[src/sv/lgs_pkg.sv]
// Shared types, constants and the B3/S23 next-state function for the life stencil.
package lgs_pkg;

  // Configuration port
  localparam int unsigned CFG_W     = 9;
  localparam int unsigned CFG_IDX_W = 1;

  typedef enum logic [CFG_IDX_W-1:0] {
    CFG_ROW_LENGTH = 1'b0,
    CFG_ROW_COUNT  = 1'b1
  } lgs_cfg_e;

  localparam logic [CFG_W-1:0] ROW_LENGTH_RST = 9'd145;
  localparam logic [CFG_W-1:0] ROW_COUNT_RST  = 9'd50;

  // Window geometry: a column is upper (bit 0), center (bit 1), lower (bit 2)
  localparam int unsigned COL_H     = 3;
  localparam int unsigned WIN_CELLS = 2;
  localparam int unsigned WIN_W     = 9;

  localparam logic [WIN_W-1:0] NBR_MASK    = 9'h1EF;
  localparam logic [WIN_W-1:0] LEFT_MASK   = 9'h007;
  localparam logic [WIN_W-1:0] RIGHT_MASK  = 9'h1C0;
  localparam logic [WIN_W-1:0] TOP_MASK    = 9'h049;
  localparam logic [WIN_W-1:0] BOTTOM_MASK = 9'h124;

  // Rule constants
  localparam logic [3:0] BIRTH_CNT   = 4'd3;
  localparam logic [3:0] SURVIVE_CNT = 4'd2;

  typedef struct packed {
    logic alive;
    logic flush;
  } lgs_in_t;

  typedef struct packed {
    logic       next_alive;
    logic [7:0] cell_row;
    logic [7:0] cell_col;
    logic       last;
  } lgs_out_t;

  // Which window edges fall outside the grid
  typedef struct packed {
    logic left;
    logic right;
    logic top;
    logic bottom;
  } lgs_edge_t;

  // Next state of the center cell from its 3x3 window
  function automatic logic life_rule(logic [WIN_W-1:0] win, lgs_edge_t edg);
    logic [WIN_W-1:0] mask;
    logic [WIN_W-1:0] nbr;
    logic [3:0]       cnt;
    mask = NBR_MASK;
    if (edg.left)   mask = mask & ~LEFT_MASK;
    if (edg.right)  mask = mask & ~RIGHT_MASK;
    if (edg.top)    mask = mask & ~TOP_MASK;
    if (edg.bottom) mask = mask & ~BOTTOM_MASK;
    nbr = win & mask;
    cnt = '0;
    for (int k = 0; k < WIN_W; k++) begin
      cnt = cnt + {3'b000, nbr[k]};
    end
    if (win[4]) begin
      return (cnt == SURVIVE_CNT) || (cnt == BIRTH_CNT);
    end
    return cnt == BIRTH_CNT;
  endfunction

endpackage

[src/sv/lgs_cell.sv]
// One column cell of the sliding 3x3 window: holds a 3-cell column, passes it on.
module lgs_cell (
  input  logic                           clk_i,
  input  logic                           rst_ni,
  input  logic                           en_i,
  input  logic                           clr_i,
  input  logic [lgs_pkg::COL_H-1:0]      d_i,
  output logic [lgs_pkg::COL_H-1:0]      q_o
);

  logic [lgs_pkg::COL_H-1:0] col_q, col_d;

  // Row start loads a dead column
  assign col_d = clr_i ? '0 : d_i;

  always_ff @(posedge clk_i or negedge rst_ni) begin
    if (!rst_ni) begin
      col_q <= '0;
    end else if (en_i) begin
      col_q <= col_d;
    end
  end

  assign q_o = col_q;

endmodule

[src/sv/lgs_line_buf.sv]
// Two-row line buffer: one memory word per column {middle, older}, per-column valid bits.
module lgs_line_buf #(
  parameter int unsigned DEPTH = 256,
  parameter int unsigned AW    = 8
) (
  input  logic          clk_i,
  input  logic          rst_ni,
  input  logic          re_i,
  input  logic [AW-1:0] raddr_i,
  input  logic          we_i,
  input  logic [AW-1:0] waddr_i,
  input  logic [1:0]    wdata_i,
  output logic [1:0]    rdata_o
);

  logic [1:0]       mem [DEPTH];
  logic [DEPTH-1:0] vld_q;
  logic [1:0]       rd_q;
  logic             rvld_q;
  logic             byp_q;
  logic [1:0]       byp_data_q;

  // Storage write
  always_ff @(posedge clk_i) begin
    if (we_i) begin
      mem[waddr_i] <= wdata_i;
    end
  end

  // Never-written columns read as dead
  always_ff @(posedge clk_i or negedge rst_ni) begin
    if (!rst_ni) begin
      vld_q <= '0;
    end else if (we_i) begin
      vld_q[waddr_i] <= 1'b1;
    end
  end

  // Registered read; a same-cycle write to the read column is forwarded
  always_ff @(posedge clk_i) begin
    if (re_i) begin
      rd_q       <= mem[raddr_i];
      rvld_q     <= vld_q[raddr_i];
      byp_q      <= we_i && (waddr_i == raddr_i);
      byp_data_q <= wdata_i;
    end
  end

  assign rdata_o = byp_q ? byp_data_q : (rvld_q ? rd_q : 2'b00);

endmodule

[src/sv/life_generation_stencil.sv]
// Top level: raster-order Game of Life (B3/S23) next-generation stencil.
//
// Usage: cells of one generation enter on the in channel (valid/ready), row by row,
// left to right; after the row_count x row_length grid the host sends row_length+1
// flush requests. Each cell's next state leaves on the out channel with its row,
// column and a last flag on the final cell of the generation.
// Throughput: one request per cycle while the output is not stalled. A cell's result
// is computed when the request one row below and one column right of it is accepted,
// and appears on out_valid_o after the line-buffer read register and then the output
// register. The window is a chain of two column cells fed from the line buffer's
// registered read port.
// Configuration: row_length (index 0) and row_count (index 1) through cfg_we_i;
// the user writes them only while the block is idle; the block does not enforce it.
// Reset: stream position goes to row 0, column 0; line-buffer columns read as dead
// until written (per-column valid bits, no clearing pass); output is empty.
// Stall: when out_ready_i is low with a result pending, the whole pipe holds and
// in_ready_o drops; the pending result stays put until taken.
module life_generation_stencil #(
  parameter int unsigned MAX_COLS = 256,
  parameter int unsigned MAX_ROWS = 256
) (
  input  logic                            clk_i,
  input  logic                            rst_ni,
  input  logic                            cfg_we_i,
  input  logic [lgs_pkg::CFG_IDX_W-1:0]   cfg_idx_i,
  input  logic [lgs_pkg::CFG_W-1:0]       cfg_data_i,
  input  logic                            in_valid_i,
  output logic                            in_ready_o,
  input  lgs_pkg::lgs_in_t                in_data_i,
  output logic                            out_valid_o,
  input  logic                            out_ready_i,
  output lgs_pkg::lgs_out_t               out_data_o
);

  localparam int unsigned CW = $clog2(MAX_COLS);
  localparam int unsigned LW = $clog2(MAX_COLS + 1);
  localparam int unsigned RW = $clog2(MAX_ROWS + 3);

  // Configuration registers
  logic [lgs_pkg::CFG_W-1:0] row_length_q, row_count_q;

  always_ff @(posedge clk_i or negedge rst_ni) begin
    if (!rst_ni) begin
      row_length_q <= lgs_pkg::ROW_LENGTH_RST;
      row_count_q  <= lgs_pkg::ROW_COUNT_RST;
    end else if (cfg_we_i) begin
      unique case (cfg_idx_i)
        lgs_pkg::CFG_ROW_LENGTH: row_length_q <= cfg_data_i;
        lgs_pkg::CFG_ROW_COUNT:  row_count_q  <= cfg_data_i;
        default: ;
      endcase
    end
  end

  // Clamped grid size
  logic [LW-1:0] len;
  logic [RW-1:0] rows, rows_p1;

  always_comb begin
    if (row_length_q == '0) begin
      len = LW'(1);
    end else if (32'(row_length_q) > MAX_COLS) begin
      len = LW'(MAX_COLS);
    end else begin
      len = LW'(row_length_q);
    end
    if (row_count_q == '0) begin
      rows = RW'(1);
    end else if (32'(row_count_q) > MAX_ROWS) begin
      rows = RW'(MAX_ROWS);
    end else begin
      rows = RW'(row_count_q);
    end
    rows_p1 = rows + RW'(1);
  end

  // Handshake and pipeline advance
  logic out_valid_q, out_valid_d;
  logic en, accept;

  assign en         = !out_valid_q || out_ready_i;
  assign in_ready_o = en;
  assign accept     = in_valid_i && en;

  // Stream position of the next request
  logic [CW-1:0] col_q, col_d;
  logic [RW-1:0] row_q, row_d;
  logic [CW-1:0] col_n, col_a;
  logic [RW-1:0] row_n, row_a;
  logic [LW-1:0] col_inc;
  logic          a_first, a_alive, a_emit, a_fin;
  logic [RW-1:0] a_cr;
  logic [CW-1:0] a_cc;
  lgs_pkg::lgs_edge_t a_edge;

  always_comb begin
    // Settle a position left stale by a size change
    if (LW'(col_q) >= len) begin
      col_n = '0;
      row_n = row_q + RW'(1);
    end else begin
      col_n = col_q;
      row_n = row_q;
    end
    if ((row_n > rows_p1) || ((row_n == rows_p1) && (col_n != '0))) begin
      col_a = '0;
      row_a = '0;
    end else begin
      col_a = col_n;
      row_a = row_n;
    end

    a_first = (col_a == '0);
    a_alive = in_data_i.alive && !in_data_i.flush && (row_a < rows);
    a_fin   = (row_a == rows_p1) && a_first;
    a_emit  = (row_a >= RW'(2)) || ((row_a == RW'(1)) && !a_first);

    // Center of the evaluated window
    a_cr = a_first ? row_a - RW'(2) : row_a - RW'(1);
    a_cc = a_first ? CW'(len - LW'(1)) : col_a - CW'(1);

    a_edge.left   = (a_cc == '0);
    a_edge.right  = (LW'(a_cc) + LW'(1)) >= len;
    a_edge.top    = (a_cr == '0);
    a_edge.bottom = (a_cr + RW'(1)) >= rows;

    // Advance
    col_inc = LW'(col_a) + LW'(1);
    if (a_fin) begin
      col_d = '0;
      row_d = '0;
    end else if (col_inc >= len) begin
      col_d = '0;
      row_d = row_a + RW'(1);
    end else begin
      col_d = CW'(col_inc);
      row_d = row_a;
    end
  end

  always_ff @(posedge clk_i or negedge rst_ni) begin
    if (!rst_ni) begin
      col_q <= '0;
      row_q <= '0;
    end else if (accept) begin
      col_q <= col_d;
      row_q <= row_d;
    end
  end

  // Line-buffer read stage
  logic               b_valid_q;
  logic               b_first_q, b_alive_q, b_emit_q, b_fin_q;
  logic [CW-1:0]      b_col_q;
  logic [RW-1:0]      b_cr_q;
  logic [CW-1:0]      b_cc_q;
  lgs_pkg::lgs_edge_t b_edge_q;

  always_ff @(posedge clk_i or negedge rst_ni) begin
    if (!rst_ni) begin
      b_valid_q <= 1'b0;
    end else if (en) begin
      b_valid_q <= accept;
    end
  end

  always_ff @(posedge clk_i) begin
    if (accept) begin
      b_first_q <= a_first;
      b_alive_q <= a_alive;
      b_emit_q  <= a_emit;
      b_fin_q   <= a_fin;
      b_col_q   <= col_a;
      b_cr_q    <= a_cr;
      b_cc_q    <= a_cc;
      b_edge_q  <= a_edge;
    end
  end

  // Rows above: bit 0 older row, bit 1 middle row
  logic [1:0] lb_rd;
  logic       b_fire;

  assign b_fire = en && b_valid_q;

  lgs_line_buf #(
    .DEPTH (MAX_COLS),
    .AW    (CW)
  ) u_line_buf (
    .clk_i   (clk_i),
    .rst_ni  (rst_ni),
    .re_i    (accept),
    .raddr_i (col_a),
    .we_i    (b_fire),
    .waddr_i (b_col_q),
    .wdata_i ({b_alive_q, lb_rd[1]}),
    .rdata_o (lb_rd)
  );

  // Incoming column and the window chain
  logic [lgs_pkg::COL_H-1:0] col_b;
  logic [lgs_pkg::COL_H-1:0] cell_d [lgs_pkg::WIN_CELLS];
  logic [lgs_pkg::COL_H-1:0] cell_q [lgs_pkg::WIN_CELLS];
  logic                      cell_clr [lgs_pkg::WIN_CELLS];

  assign col_b = {b_alive_q, lb_rd[1], lb_rd[0]};

  for (genvar k = 0; k < lgs_pkg::WIN_CELLS; k++) begin : g_win
    if (k == lgs_pkg::WIN_CELLS - 1) begin : g_head
      assign cell_d[k]   = col_b;
      assign cell_clr[k] = 1'b0;
    end else begin : g_tail
      assign cell_d[k]   = cell_q[k+1];
      assign cell_clr[k] = b_first_q;
    end
    lgs_cell u_cell (
      .clk_i  (clk_i),
      .rst_ni (rst_ni),
      .en_i   (b_fire),
      .clr_i  (cell_clr[k]),
      .d_i    (cell_d[k]),
      .q_o    (cell_q[k])
    );
  end

  // Evaluate: left and center from the chain, right from the new column
  logic [lgs_pkg::WIN_W-1:0] eval_win;
  logic                      b_res;

  assign eval_win = {(b_first_q ? {lgs_pkg::COL_H{1'b0}} : col_b), cell_q[1], cell_q[0]};
  assign b_res    = lgs_pkg::life_rule(eval_win, b_edge_q);

  // Output register
  lgs_pkg::lgs_out_t out_q;

  assign out_valid_d = b_valid_q && b_emit_q;

  always_ff @(posedge clk_i or negedge rst_ni) begin
    if (!rst_ni) begin
      out_valid_q <= 1'b0;
    end else if (en) begin
      out_valid_q <= out_valid_d;
    end
  end

  always_ff @(posedge clk_i) begin
    if (en && out_valid_d) begin
      out_q.next_alive <= b_res;
      out_q.cell_row   <= 8'(b_cr_q);
      out_q.cell_col   <= 8'(b_cc_q);
      out_q.last       <= b_fin_q;
    end
  end

  assign out_valid_o = out_valid_q;
  assign out_data_o  = out_q;

endmodule

[config.mk]
export PLATFORM = sky130hd
export DESIGN_NAME = life_generation_stencil
export DESIGN_NICKNAME = d
export VERILOG_FILES = /design/src/sv/lgs_pkg.sv /design/src/sv/lgs_cell.sv /design/src/sv/lgs_line_buf.sv /design/src/sv/life_generation_stencil.sv
export SDC_FILE = /design/constraint.sdc
export NUM_CORES = 1
export LEC_CHECK = 0
export ABC_CLOCK_PERIOD_IN_PS = 15700
export BUFFER_PORTS_ARGS = -buffer_cell sky130_fd_sc_hd__buf_2
export CORE_ASPECT_RATIO = 1.4
export CORE_MARGIN = 2
export CORE_UTILIZATION = 25
export CTS_CLUSTER_DIAMETER = 200
export DETAILED_ROUTE_END_ITERATION = 10
export HOLD_SLACK_MARGIN = 0.15
export PLACE_DENSITY = 0.48
export SYNTH_ARGS = -nofsm -noshare
export SYNTH_HDL_FRONTEND = slang
export SYNTH_HIERARCHICAL = 1
export SYNTH_SLANG_ARGS = --single-unit
[constraint.sdc]
create_clock -name clk_i -period 15.7 [get_ports clk_i]
set_input_delay 3.14 -clock clk_i [delete_from_list [all_inputs] [get_ports clk_i]]
set_output_delay 3.14 -clock clk_i [all_outputs]
set_load 0.05 [all_outputs]
==> summary.txt <==
Layout
  – Commonest non-fill, non-tap cell in the layout: edfxtp_1
  – Most frequent cells in the layout: edfxtp_1, nor2_1, dfrtp_1
  – Share of cells above drive strength 1: 25.73%
  – Fin nets: 2,716
  – Area Overhead vs Synth: 13.90%

Clocking
  – Clock sinks: 867
  – Postcts setup bufs: 0
  – Later-pin clock latency in the skew report: 690 ps
  – Post-CTS sizing: 0
  – TritonCTS Buffers: 91
  – Root Buffer: clkbuf_16
  – Hold buffers post-CTS: 0
  – CTS tree: done
  – Worst-path clk slew: 60 ps
  – H-tree depth: 3
  – Clock buffer depth: 3

Timing
  – Setup violators final: 0
  – Setup TNS: 0 ps
  – Final Max Tran Viols: 0
  – Max Fclk: 107.7 MHz
  – Period minus WS final: 9285 ps
  – Worst slew pin tran: 1275 ps
  – Clock Skew: 37.45 ps
  – RSZ-0062 raised after global routing: no
  – PnR worst setup slack: 6415 ps
  – Final period util: 59.14%
  – Final Hold Viols: 0
  – Slew Limit Headroom: 14.59%

Global routing
  – GRT overflow: 0
  – First-pass GRT wire length: 158.6 mm
  – Total Routing Usage GR: 13.53%
  – Largest net degree at the start of global routing: 104
  – Vias in the first global route: 23,530
  – Antenna violations before repair: 2

Route
  – Met3 WL: 4.043 mm
  – Total routed wirelength: 105.9 mm
  – Post-route DRC: 0
  – DR WL/cell: 22.64 µm
  – Vias: 22,040
  – Antenna viol nets, final: 0
  – Highest routed layer: met4
  – First drt pass iteration count: 5
  – Met2 wire length: 55.34 mm
  – M1 wire length: 43.62 mm
  – Iter 0 DRT Violations: 1,617
  – Via-to-Cell Ratio: 4.710

Flow run
  – Max Cap Viol: 0

Synth
  – Asr flop ratio synth: 34.49%
  – Syn avg cell area: 14.90 µm²
  – Synth top area cells: edfxtp_1, dfrtp_1, mux4_2, or2_2, nor2_1
  – Post-synth EDFFs: 568
  – Yosys warns: 6
  – Synth cell types: 95
  – Synthesized area: 38,440 µm²
  – Syn Inst Count: 2,581
  – Yosys reg bits: 867
  – Area leader, netlist: edfxtp_1
  – Sequential share of the synthesized area: 63.85%
  – Top cell type's share of synthesized area: 44.37%
  – Ys flop type: edfxtp_1

Min path
  – Hold Crit Depth: 0
  – Min-delay worst type: reg2reg

Worst setup path
  – Most common cell on crit path: ha_1
  – CP Max Fanout: 10
  – Slowest Stage Delay on Critical Path: 540 ps
  – Top delay family on crit path: simple AND/OR/NAND/NOR gates
  – Crit end category: register
  – Critical path's slowest cell: or4_1
  – Startpoint class of the critical path: register
  – Critical path depth: 37
  – Reg2reg path depth: 37
  – Worst EP required: 16,130 ps
  – Crit path DAT: 9710 ps
  – Buf/Inv on CP: 4
  – Critical path class: reg2reg

Placement
  – Port-buffer cells: 36
  – Detailed Place HPWL: 68.23 mm
  – Final GP Congestion: 0.8536
  – DP Worst Slack: 6355 ps

Floorplanning
  – Initial core utilization: 25.14%
  – DIE AREA: 157,000 µm²
  – Num rows: 170
  – Die Ht: 468.0 µm
  – Die W: 335.4 µm
  – Ports: 37
  – Total core area: 152,900 µm²

Pwr
  – Lkg Pwr: 0.01659 µW
  – Cell Pwr Density: 178.7 nW/µm²
  – Worst VDD drop: 150.5 µV

Status
  – Status: finished clean
==> worst paths after layout <==
path / from / endpoint / slack [ps]
worst max-delay path: row_length_q[6]$_DFFE_PN0P_ / b_edge_q[2]$_DFFE_PP_ / 6420
worst min-delay path: b_cr_q[1]$_DFFE_PP_ / out_data_o[10]$_DFFE_PP_ / 400
worst max register to register: row_length_q[6]$_DFFE_PN0P_ / b_edge_q[2]$_DFFE_PP_ / 6420
min in group asynchronous: rst_ni / u_line_buf/vld_q[38]$_DFFE_PN0P_ / 2460
worst min register to register: b_cr_q[1]$_DFFE_PP_ / out_data_o[10]$_DFFE_PP_ / 400
max in group asynchronous: rst_ni / row_count_q[7]$_DFFE_PN0P_ / 11240
==> stage by stage <==
step	cell area, µm²	power [µW]	instances	utilization, %	hold WS (ps)
CTS	43790	7935	4679	28.63	411.1
finish	43790	7826	4680	28.63	402.2
global placement	40740	5708	4509	26.64	400.4
global route	43790	8250	4680	28.63	411.2
detailed placement	40740	5710	4509	26.64	405.7
floorplan	38450	5036	2583	-	400.3
==> kinds of logic after synthesis <==
kind of cell | Yosys count | synth area share, %
AOI/OAI and AO/OA | 249 | 4.755
other | 1 | 0.009754
and+or+nand+nor | 886 | 11.85
DFF | 867 | 63.85
muxes | 255 | 13.03
buffers and inverters | 193 | 2.646
adders and majority gates | 75 | 2.519
xor gates and xnor gates | 55 | 1.341
==> sequential cells by signal, summed over array words and instances, names as in the netlist, 2 cells and up <==
register and flops:
row_count_q 9, col_q 8, u_line_buf/vld_q 256, row_q 9, u_line_buf/rd_q 2, g_win.u_cell/q_o 6, u_line_buf/mem 512, out_data_o 18
b_cc_q 8, b_col_q 8, row_length_q 9, u_line_buf/byp_data_q 2, b_cr_q 8, b_edge_q 4
==> report_power, final <==
part | total, µW | switching (µW) | internal [µW]
sequential | 2940 | 135 | 2810
clock | 2200 | 928 | 1270
combinational | 2680 | 1570 | 1110
==> final cells by class <==
type	instances	area, µm²
Antenna cell	1	2.502
Clock buffer	126	2531
Inverter	61	246.5
Tap cell	1978	2475
Clock inverter	44	518.0
Timing Repair Buffer	80	533.0
Sequential cell	867	24550
Fill cell	15300	109100
Multi-Input combinational cell	1523	12940
==> worst register-to-register path, delay by kind of cell (launching register included) <==
kind	cells	cell delay, ps
buf+inv	4	650
fa+ha+maj	5	1610
flops	1	390
mux	1	330
simple gates	15	3170
xor+xnor	1	190
compound gates	11	2710
==> per-layer routing <==
layer | up-vias | GRT usage (%)
li1 | 9768 | -
met1 | 11600 | 16.55
met2 | 535 | 24.41
met3 | 140 | 1.767
met4 | 0 | 4.532
met5 | - | 0
==> cells in the mapped netlist (all sizes together), types with 20 or more instances <==
cell type,n
nor2,311
nor3,26
nand3,53
xnor2,35
nand4,27
nand2,87
ha,71
clkbuf,72
xor2,20
buf,60
or2,261
dfrtp,293
mux4,183
a22oi,32
a21oi,40
o21ai,42
mux2i,52
nor2b,27
inv,60
mux2,20
edfxtp,568
nand2b,21
(Power assumes the default switching activity.)
